File: src/sv/acsm_pkg.sv
// acsm_pkg: opcodes, action codes and shared types of the accumulator core
// no dependencies
`default_nettype none

package acsm_pkg;

   typedef logic [1:0]        action_type;
   typedef logic [3:0]        opcode_type;
   typedef logic [15:0]       half_type;
   typedef logic [7:0]        char_type;
   typedef logic signed [8:0] in_char_type;

   localparam action_type ACT_LOAD  = 2'd0;
   localparam action_type ACT_START = 2'd1;
   localparam action_type ACT_STEP  = 2'd2;

   localparam opcode_type OP_NOP  = 4'd0;
   localparam opcode_type OP_IN   = 4'd1;
   localparam opcode_type OP_OUT  = 4'd2;
   localparam opcode_type OP_SETX = 4'd3;
   localparam opcode_type OP_SUBX = 4'd4;
   localparam opcode_type OP_TRAX = 4'd5;
   localparam opcode_type OP_TRXA = 4'd6;
   localparam opcode_type OP_LDAX = 4'd7;
   localparam opcode_type OP_STAX = 4'd8;
   localparam opcode_type OP_LDA  = 4'd9;
   localparam opcode_type OP_SUBA = 4'd10;
   localparam opcode_type OP_JNZA = 4'd11;
   localparam opcode_type OP_JZA  = 4'd12;
   localparam opcode_type OP_JNZX = 4'd13;
   localparam opcode_type OP_JZX  = 4'd14;
   localparam opcode_type OP_HALT = 4'd15;

   typedef struct packed {
      logic out_valid;
      logic took_input;
      logic halt;
      logic mem_we;
      logic reads_ptr;
   } exe_flags_type;

endpackage

`default_nettype wire

File: src/sv/acsm_exec.sv
// acsm_exec: executes one instruction from opcode, operand and pointed word
// depends on acsm_pkg
`default_nettype none

module acsm_exec import acsm_pkg::*; #(
   parameter int ADDR_WIDTH = 16,
   parameter int WORD_WIDTH = 16
) (
   input  wire logic [WORD_WIDTH-1:0] op,
   input  wire logic [WORD_WIDTH-1:0] v,
   input  wire logic [WORD_WIDTH-1:0] pv,
   input  wire logic [ADDR_WIDTH-1:0] ip,
   input  wire logic [WORD_WIDTH-1:0] acc,
   input  wire logic [ADDR_WIDTH-1:0] ptr,
   input  wire in_char_type           in_char,
   output logic      [ADDR_WIDTH-1:0] exe_ip,
   output logic      [WORD_WIDTH-1:0] exe_acc,
   output logic      [ADDR_WIDTH-1:0] exe_ptr,
   output logic      [WORD_WIDTH-1:0] exe_wdata,
   output exe_flags_type              exe_flags
);

   logic [ADDR_WIDTH-1:0]            va;
   logic [ADDR_WIDTH-1:0]            skip;
   logic [ADDR_WIDTH+WORD_WIDTH-1:0] v_zext;
   logic [ADDR_WIDTH+WORD_WIDTH-1:0] v_sext;
   logic [ADDR_WIDTH+WORD_WIDTH-1:0] acc_zext;
   logic [ADDR_WIDTH+WORD_WIDTH-1:0] ptr_zext;
   logic [WORD_WIDTH+8:0]            char_sext;
   logic [ADDR_WIDTH-1:0]            v_addr;
   logic [ADDR_WIDTH-1:0]            v_off;
   logic [ADDR_WIDTH-1:0]            acc_addr;
   logic [WORD_WIDTH-1:0]            ptr_word;
   logic [WORD_WIDTH-1:0]            in_word;
   opcode_type                       code;

   assign va        = ip + ADDR_WIDTH'(1);
   assign skip      = ip + ADDR_WIDTH'(2);
   assign v_zext    = {{ADDR_WIDTH{1'b0}}, v};
   assign v_sext    = {{ADDR_WIDTH{v[WORD_WIDTH-1]}}, v};
   assign acc_zext  = {{ADDR_WIDTH{1'b0}}, acc};
   assign ptr_zext  = {{WORD_WIDTH{1'b0}}, ptr};
   assign char_sext = {{WORD_WIDTH{in_char[8]}}, in_char};
   assign v_addr    = v_zext[ADDR_WIDTH-1:0];
   assign v_off     = v_sext[ADDR_WIDTH-1:0];
   assign acc_addr  = acc_zext[ADDR_WIDTH-1:0];
   assign ptr_word  = ptr_zext[WORD_WIDTH-1:0];
   assign in_word   = char_sext[WORD_WIDTH-1:0];

   // words above the opcode range behave as nop
   assign code = ((op >> 4) == '0) ? op[3:0] : OP_NOP;

   always_comb begin
      exe_ip    = skip;
      exe_acc   = acc;
      exe_ptr   = ptr;
      exe_wdata = acc;
      exe_flags = '0;
      unique case (code)
         OP_NOP: begin
            exe_ip = va;
         end
         OP_IN: begin
            exe_wdata            = in_word;
            exe_flags.mem_we     = 1'b1;
            exe_flags.took_input = 1'b1;
            exe_ip               = va;
         end
         OP_OUT: begin
            exe_flags.out_valid = 1'b1;
         end
         OP_SETX: begin
            exe_ptr = v_addr;
         end
         OP_SUBX: begin
            exe_ptr = ptr - v_addr;
         end
         OP_TRAX: begin
            exe_acc = ptr_word;
            exe_ip  = va;
         end
         OP_TRXA: begin
            exe_ptr = acc_addr;
            exe_ip  = va;
         end
         OP_LDAX: begin
            exe_flags.reads_ptr = 1'b1;
            exe_acc             = pv;
            exe_ip              = va;
         end
         OP_STAX: begin
            exe_flags.mem_we = 1'b1;
            exe_ip           = va;
         end
         OP_LDA: begin
            exe_acc = v;
         end
         OP_SUBA: begin
            exe_acc = acc - v;
         end
         OP_JNZA: begin
            if (acc != '0) begin
               exe_ip = va + v_off;
            end
         end
         OP_JZA: begin
            if (acc == '0) begin
               exe_ip = va + v_off;
            end
         end
         OP_JNZX: begin
            exe_flags.reads_ptr = 1'b1;
            if (pv != '0) begin
               exe_ip = va + v_off;
            end
         end
         OP_JZX: begin
            exe_flags.reads_ptr = 1'b1;
            if (pv == '0) begin
               exe_ip = va + v_off;
            end
         end
         OP_HALT: begin
            exe_flags.halt = 1'b1;
            exe_ip         = ip;
         end
      endcase
   end

endmodule

`default_nettype wire

File: config.mk
export PLATFORM = sky130hd
export DESIGN_NAME = acsm_exec
export DESIGN_NICKNAME = d
export VERILOG_FILES = /design/src/sv/acsm_pkg.sv /design/src/sv/acsm_exec.sv
export SDC_FILE = /design/constraint.sdc
export NUM_CORES = 1
export LEC_CHECK = 0
export BUFFER_PORTS_ARGS = -buffer_cell sky130_fd_sc_hd__buf_2
export CAP_MARGIN = 0
export CORE_ASPECT_RATIO = 0.6
export CORE_MARGIN = 2
export CORE_UTILIZATION = 52
export DETAILED_ROUTE_END_ITERATION = 10
export PLACE_DENSITY = 0.93
export SYNTH_ARGS = -nofsm -noshare
export SYNTH_HDL_FRONTEND = slang
export SYNTH_SLANG_ARGS = --single-unit
File: constraint.sdc
create_clock -name vclk -period 5.4
set_input_delay 1.08 -clock vclk [all_inputs]
set_output_delay 1.08 -clock vclk [all_outputs]
set_load 0.03 [all_outputs]
* Word level (Yosys, flattened, before mapping)
Cells that the tools add are included.
** Word-level totals
- Memory bits (writable) :: 0
- Bits in latches :: 0
- Input bits :: 105
- Memories kept :: 0
- Memory bits (read-only) :: 0
- Flip-flop bits (word level) :: 0
** Operators by class
- Equality and inequality tests :: 15
- Multiplexer cells :: 14
- Shift operators :: 0
- Multipliers :: 0
- Div/mod/pow operators :: 0
- Reductions and logical operators :: 9
- Add/subtract/negate cells :: 5
- Bitwise operators :: 0
- Order comparisons :: 0
** Operators by type and width (number)
- case mux 16 bit (6 select lines) :: 1
- two-way mux 16 bit :: 5
- case mux 16 bit (4 select lines) :: 1
- logical NOT 16 bit :: 3
- case mux 16 bit (3 select lines) :: 1
- equality test 4 bit, second input constant :: 8
- nonzero test 16 bit :: 2
- subtractor 16 bit :: 2
- adder 16 x 1 -> 16 bit, second input constant :: 1
- adder 16 bit :: 1
- adder 16 x 2 -> 16 bit, second input constant :: 1
- equality test 4 x 3 -> 1 bit, second input constant :: 4
- equality test 4 x 2 -> 1 bit, second input constant :: 2
- OR reduction 6 bit :: 1
- two-way mux 1 bit :: 5
- equality test 4 x 1 -> 1 bit, second input constant :: 1
- logical NOT 4 bit :: 1
- two-way mux 4 bit :: 1
- OR reduction 3 bit :: 1
- OR reduction 2 bit :: 1

* Logic depth before layout (Yosys ltp)
- Depth in word-level cells :: 5
- Mapped depth :: 14

* Least setup slack after synthesis
No wires, ideal clock.
- Path kind :: input -> output
- Start :: input ip[3]
- End :: output exe_ip[15]
- Path slack :: 430 ps
- Stages :: 14
- Buffers on the path :: 1
- Arrival time :: 3890 ps
- Cell sequence :: buf_2 > and3_1 > nand3_1 > nor2_1 > nand3_1 > xnor2_1 > ha_1 > a21oi_1 > nor3b_1 > a21boi_0 > a41o_1 > o21ai_0 > mux2i_1 > nand3_1
** On the way
- Longest elaborated chain between the ends :: 4
** Ends and longest elaborated chain
- start: declaration :: line acsm_exec.sv:12 : input wire logic [ADDR_WIDTH-1:0] ip,
- adder 16 x 1 -> 16 bit :: line acsm_exec.sv:37 : assign va = ip + ADDR_WIDTH'(1);
- adder 16 bit
- two-way mux 16 bit, on equally long branches
- case mux 16 bit (6 select lines) * :: line acsm_exec.sv:59 : unique case (code)
- end: declaration :: line acsm_exec.sv:16 : output logic [ADDR_WIDTH-1:0] exe_ip,
Mark *: on every way between the ends. The rest lies on a longest branch, timed or not.

* Worst setup path after layout
- Start :: input ip[1]
- End :: output exe_ip[12]
Same word-level chain as after synthesis.

==> impl_metrics.py <==
metrics = {
    "clock_tree": {
        "post_cts.repair.setup_buffers": 0,
        "cts_hold_buf": 0,
        "post_cts_resized": 0,
    },
    "final_layout": {
        "final_core_util_pct": 66.7,
        "layout-drive-gt1-share_pct": 26.1,
        "clkbuf_count": 0,
        "fillers": 754,
        "syn_to_final_growth_pct": 22.9,
        "diodes": 0,
        "n_sequential_cell": 0,
        "nets": 960,
        "regArea_um2": 0,
    },
    "critical_path": {
        "worstPathArrival_ns": 4.16,
        "worstPathRequired_ns": 4.32,
        "critPathLaunchType": "primary input",
        "critical_path.max_fanout": 6,
        "cp-end-kind": "output port",
        "crit_type": "in -> out",
    },
    "die": {
        "die_w_um": 122,
        "die_height_um": 74.7,
        "core_area_mm2": 0.00798,
        "die_area_mm2": 0.00909,
        "rows": 25,
        "io_pins": 174,
        "start_util_pct": 54.2,
    },
    "sta": {
        "timing.final.crit_share_pct": 97.1,
        "report.final.hold_viol_count": 0,
        "worstMarginPinSlew_ns": 0.714,
        "max_freq_mhz": 191,
        "maxSlewHeadroom_pct": 52.4,
        "fin_crit_ns": 5.24,
        "slew_viol_final": 0,
        "setup_viol": 0,
        "whs_ns": 2.49,
    },
    "run_status": {
        "status": "finished clean",
    },
    "logic_synthesis": {
        "seq_area_frac_synth_pct": 0,
        "syn_area_mm2": 0.00433,
        "syn_nets": 799,
        "avgSynthCellArea_um2": 6.77,
        "synth_cell_type_count": 70,
        "ys_warn_count": 0,
        "post_synth_inst_count": 639,
    },
    "place": {
        "gp_routability_congestion": 0.992,
        "dp_hpwl_um": 13500,
        "port_buffers": 174,
    },
    "grt": {
        "antenna_found_initial": 0,
        "grt_pass1_vias": 5173,
        "overflow": 0,
        "track_usage_pct": 34.6,
        "grt_max_degree": 21,
        "grt_pass1_wl_um": 25500,
    },
    "route": {
        "ant_nets": 0,
        "wl_per_cell_um": 18.4,
        "routed_wl_um": 16700,
        "drc": 0,
        "drtPass1Iterations": 10,
        "via_per_inst": 6.52,
        "first_iter_violations": 924,
        "route.vias.total": 5906,
    },
    "run": {
        "drv_cap": 0,
    },
    "power": {
        "p_leak_nw": 2.61,
        "peakVddDrop_v": 0.0000558,
        "cellPowerDensity_mw_per_mm2": 94.6,
    },
    "worst_hold_path": {
        "min_path_type": "in -> out",
    },
}
final timing paths:
path | depth (start not counted) | slack [ns] | endpoint | start
max | 14 | 0.16 | exe_ip[12] | ip[1]
min | 4 | 2.49 | exe_wdata[5] | in_char[5]
critical path, stage by stage:
cell	delay, ns
buf_2	0.15
ha_2	0.25
nand3_1	0.12
xnor2_1	0.20
ha_1	0.32
a21oi_2	0.20
o21ai_0	0.14
a221o_1	0.38
a41oi_1	0.32
nor2b_2	0.24
o21ai_0	0.13
xnor2_1	0.15
o211ai_1	0.23
clkbuf_4	0.25
metal layers:
| layer | track usage (%) | routed length, µm | up-vias |
|---|---|---|---|
| li1 | - | - | 2762 |
| met1 | 48.7 | 6940 | 2678 |
| met4 | 7.02 | 316 | 0 |
| met2 | 55.9 | 7050 | 419 |
| met5 | 0 | 0 | - |
| met3 | 6.59 | 2360 | 47 |
stage by stage:
stage	setup WS, ns	instances	setup TNS, ns	total power [mW]	instance area [µm²]
after detailed placement	0.128	906	0	0.484	5290
final	0.157	906	0	0.503	5320
after global placement	0.285	906	0	0.472	5290
after CTS	0.0978	906	0	0.487	5290
after global routing	-0.00744	906	-0.00744	0.544	5320
after floorplan	0.430	639	0	0.334	4330
cell usage after synthesis (4+ instances only):
cell type  count  area, µm²
o31ai_1        4       30.0
xnor2_1       38        333
a222oi_1      25        250
nand4_1        7       43.8
o21a_1         4       30.0
clkbuf_1      18       67.6
buf_2          7       35.0
a221o_1        8       80.1
o21ai_1       10       50.1
o21ai_0       34        170
nand2b_1      13       81.3
ha_1          52        651
mux2i_1        5       50.1
nand3_1       25        125
nor3b_1        4       30.0
inv_1         31        116
and3_1         8       50.1
nand2_1       79        297
a21o_1        14        105
o22ai_1        5       31.3
a31oi_1        5       31.3
xor2_1        21        184
and2_1         5       31.3
nor2_1        39        146
nor3_1        18       90.1
or3_1          9       56.3
nor4_1        13       81.3
a211o_1        5       43.8
a211oi_1       5       37.5
o21bai_1       6       45.0
nor2b_1        6       37.5
a22oi_1       18        135
o211ai_1      12       90.1
a21oi_1       36        180
where the power goes:
part           internal, mW  total (mW)  switching, mW
Clock                     0           0              0
Combinational         0.198       0.503          0.305
Sequential                0           0              0
Total                 0.198       0.503          0.305
cells in the final DEF, fill, tap and decap left out, types with 6 or more instances in the layout:
master,instances
a222oi_1,25
nor2_1,39
xnor2_1,37
a21oi_1,35
inv_1,31
a21o_1,14
nand4_1,7
and3_1,8
a221o_1,8
nor4_1,13
a22oi_1,18
xor2_1,21
buf_2,173
o21ai_1,10
o21ai_0,34
o21bai_1,6
nand3_1,24
o211ai_1,12
nand2b_1,13
ha_1,50
buf_4,16
nor3_1,18
or3_1,9
nand2_1,79
cell families after synthesis:
group                      after synthesis  synth area share (%)
AOI/OAI and AO/OA                      217                  36.3
and+or+nand+nor                        240                  27.7
muxes                                    5                  1.16
adders and majority gates               55                  16.4
buffers and inverters                   63                  6.54
xor gates and xnor gates                59                  11.9
cell type report:
cell class	count	area, µm²	share of cell area, %
Multi-Input combinational cell	576	4070	76.5
Timing Repair Buffer	190	993	18.7
Tap cell	108	135	2.54
Inverter	32	120	2.26
Note: power is estimated with default switching activity, not from simulation.
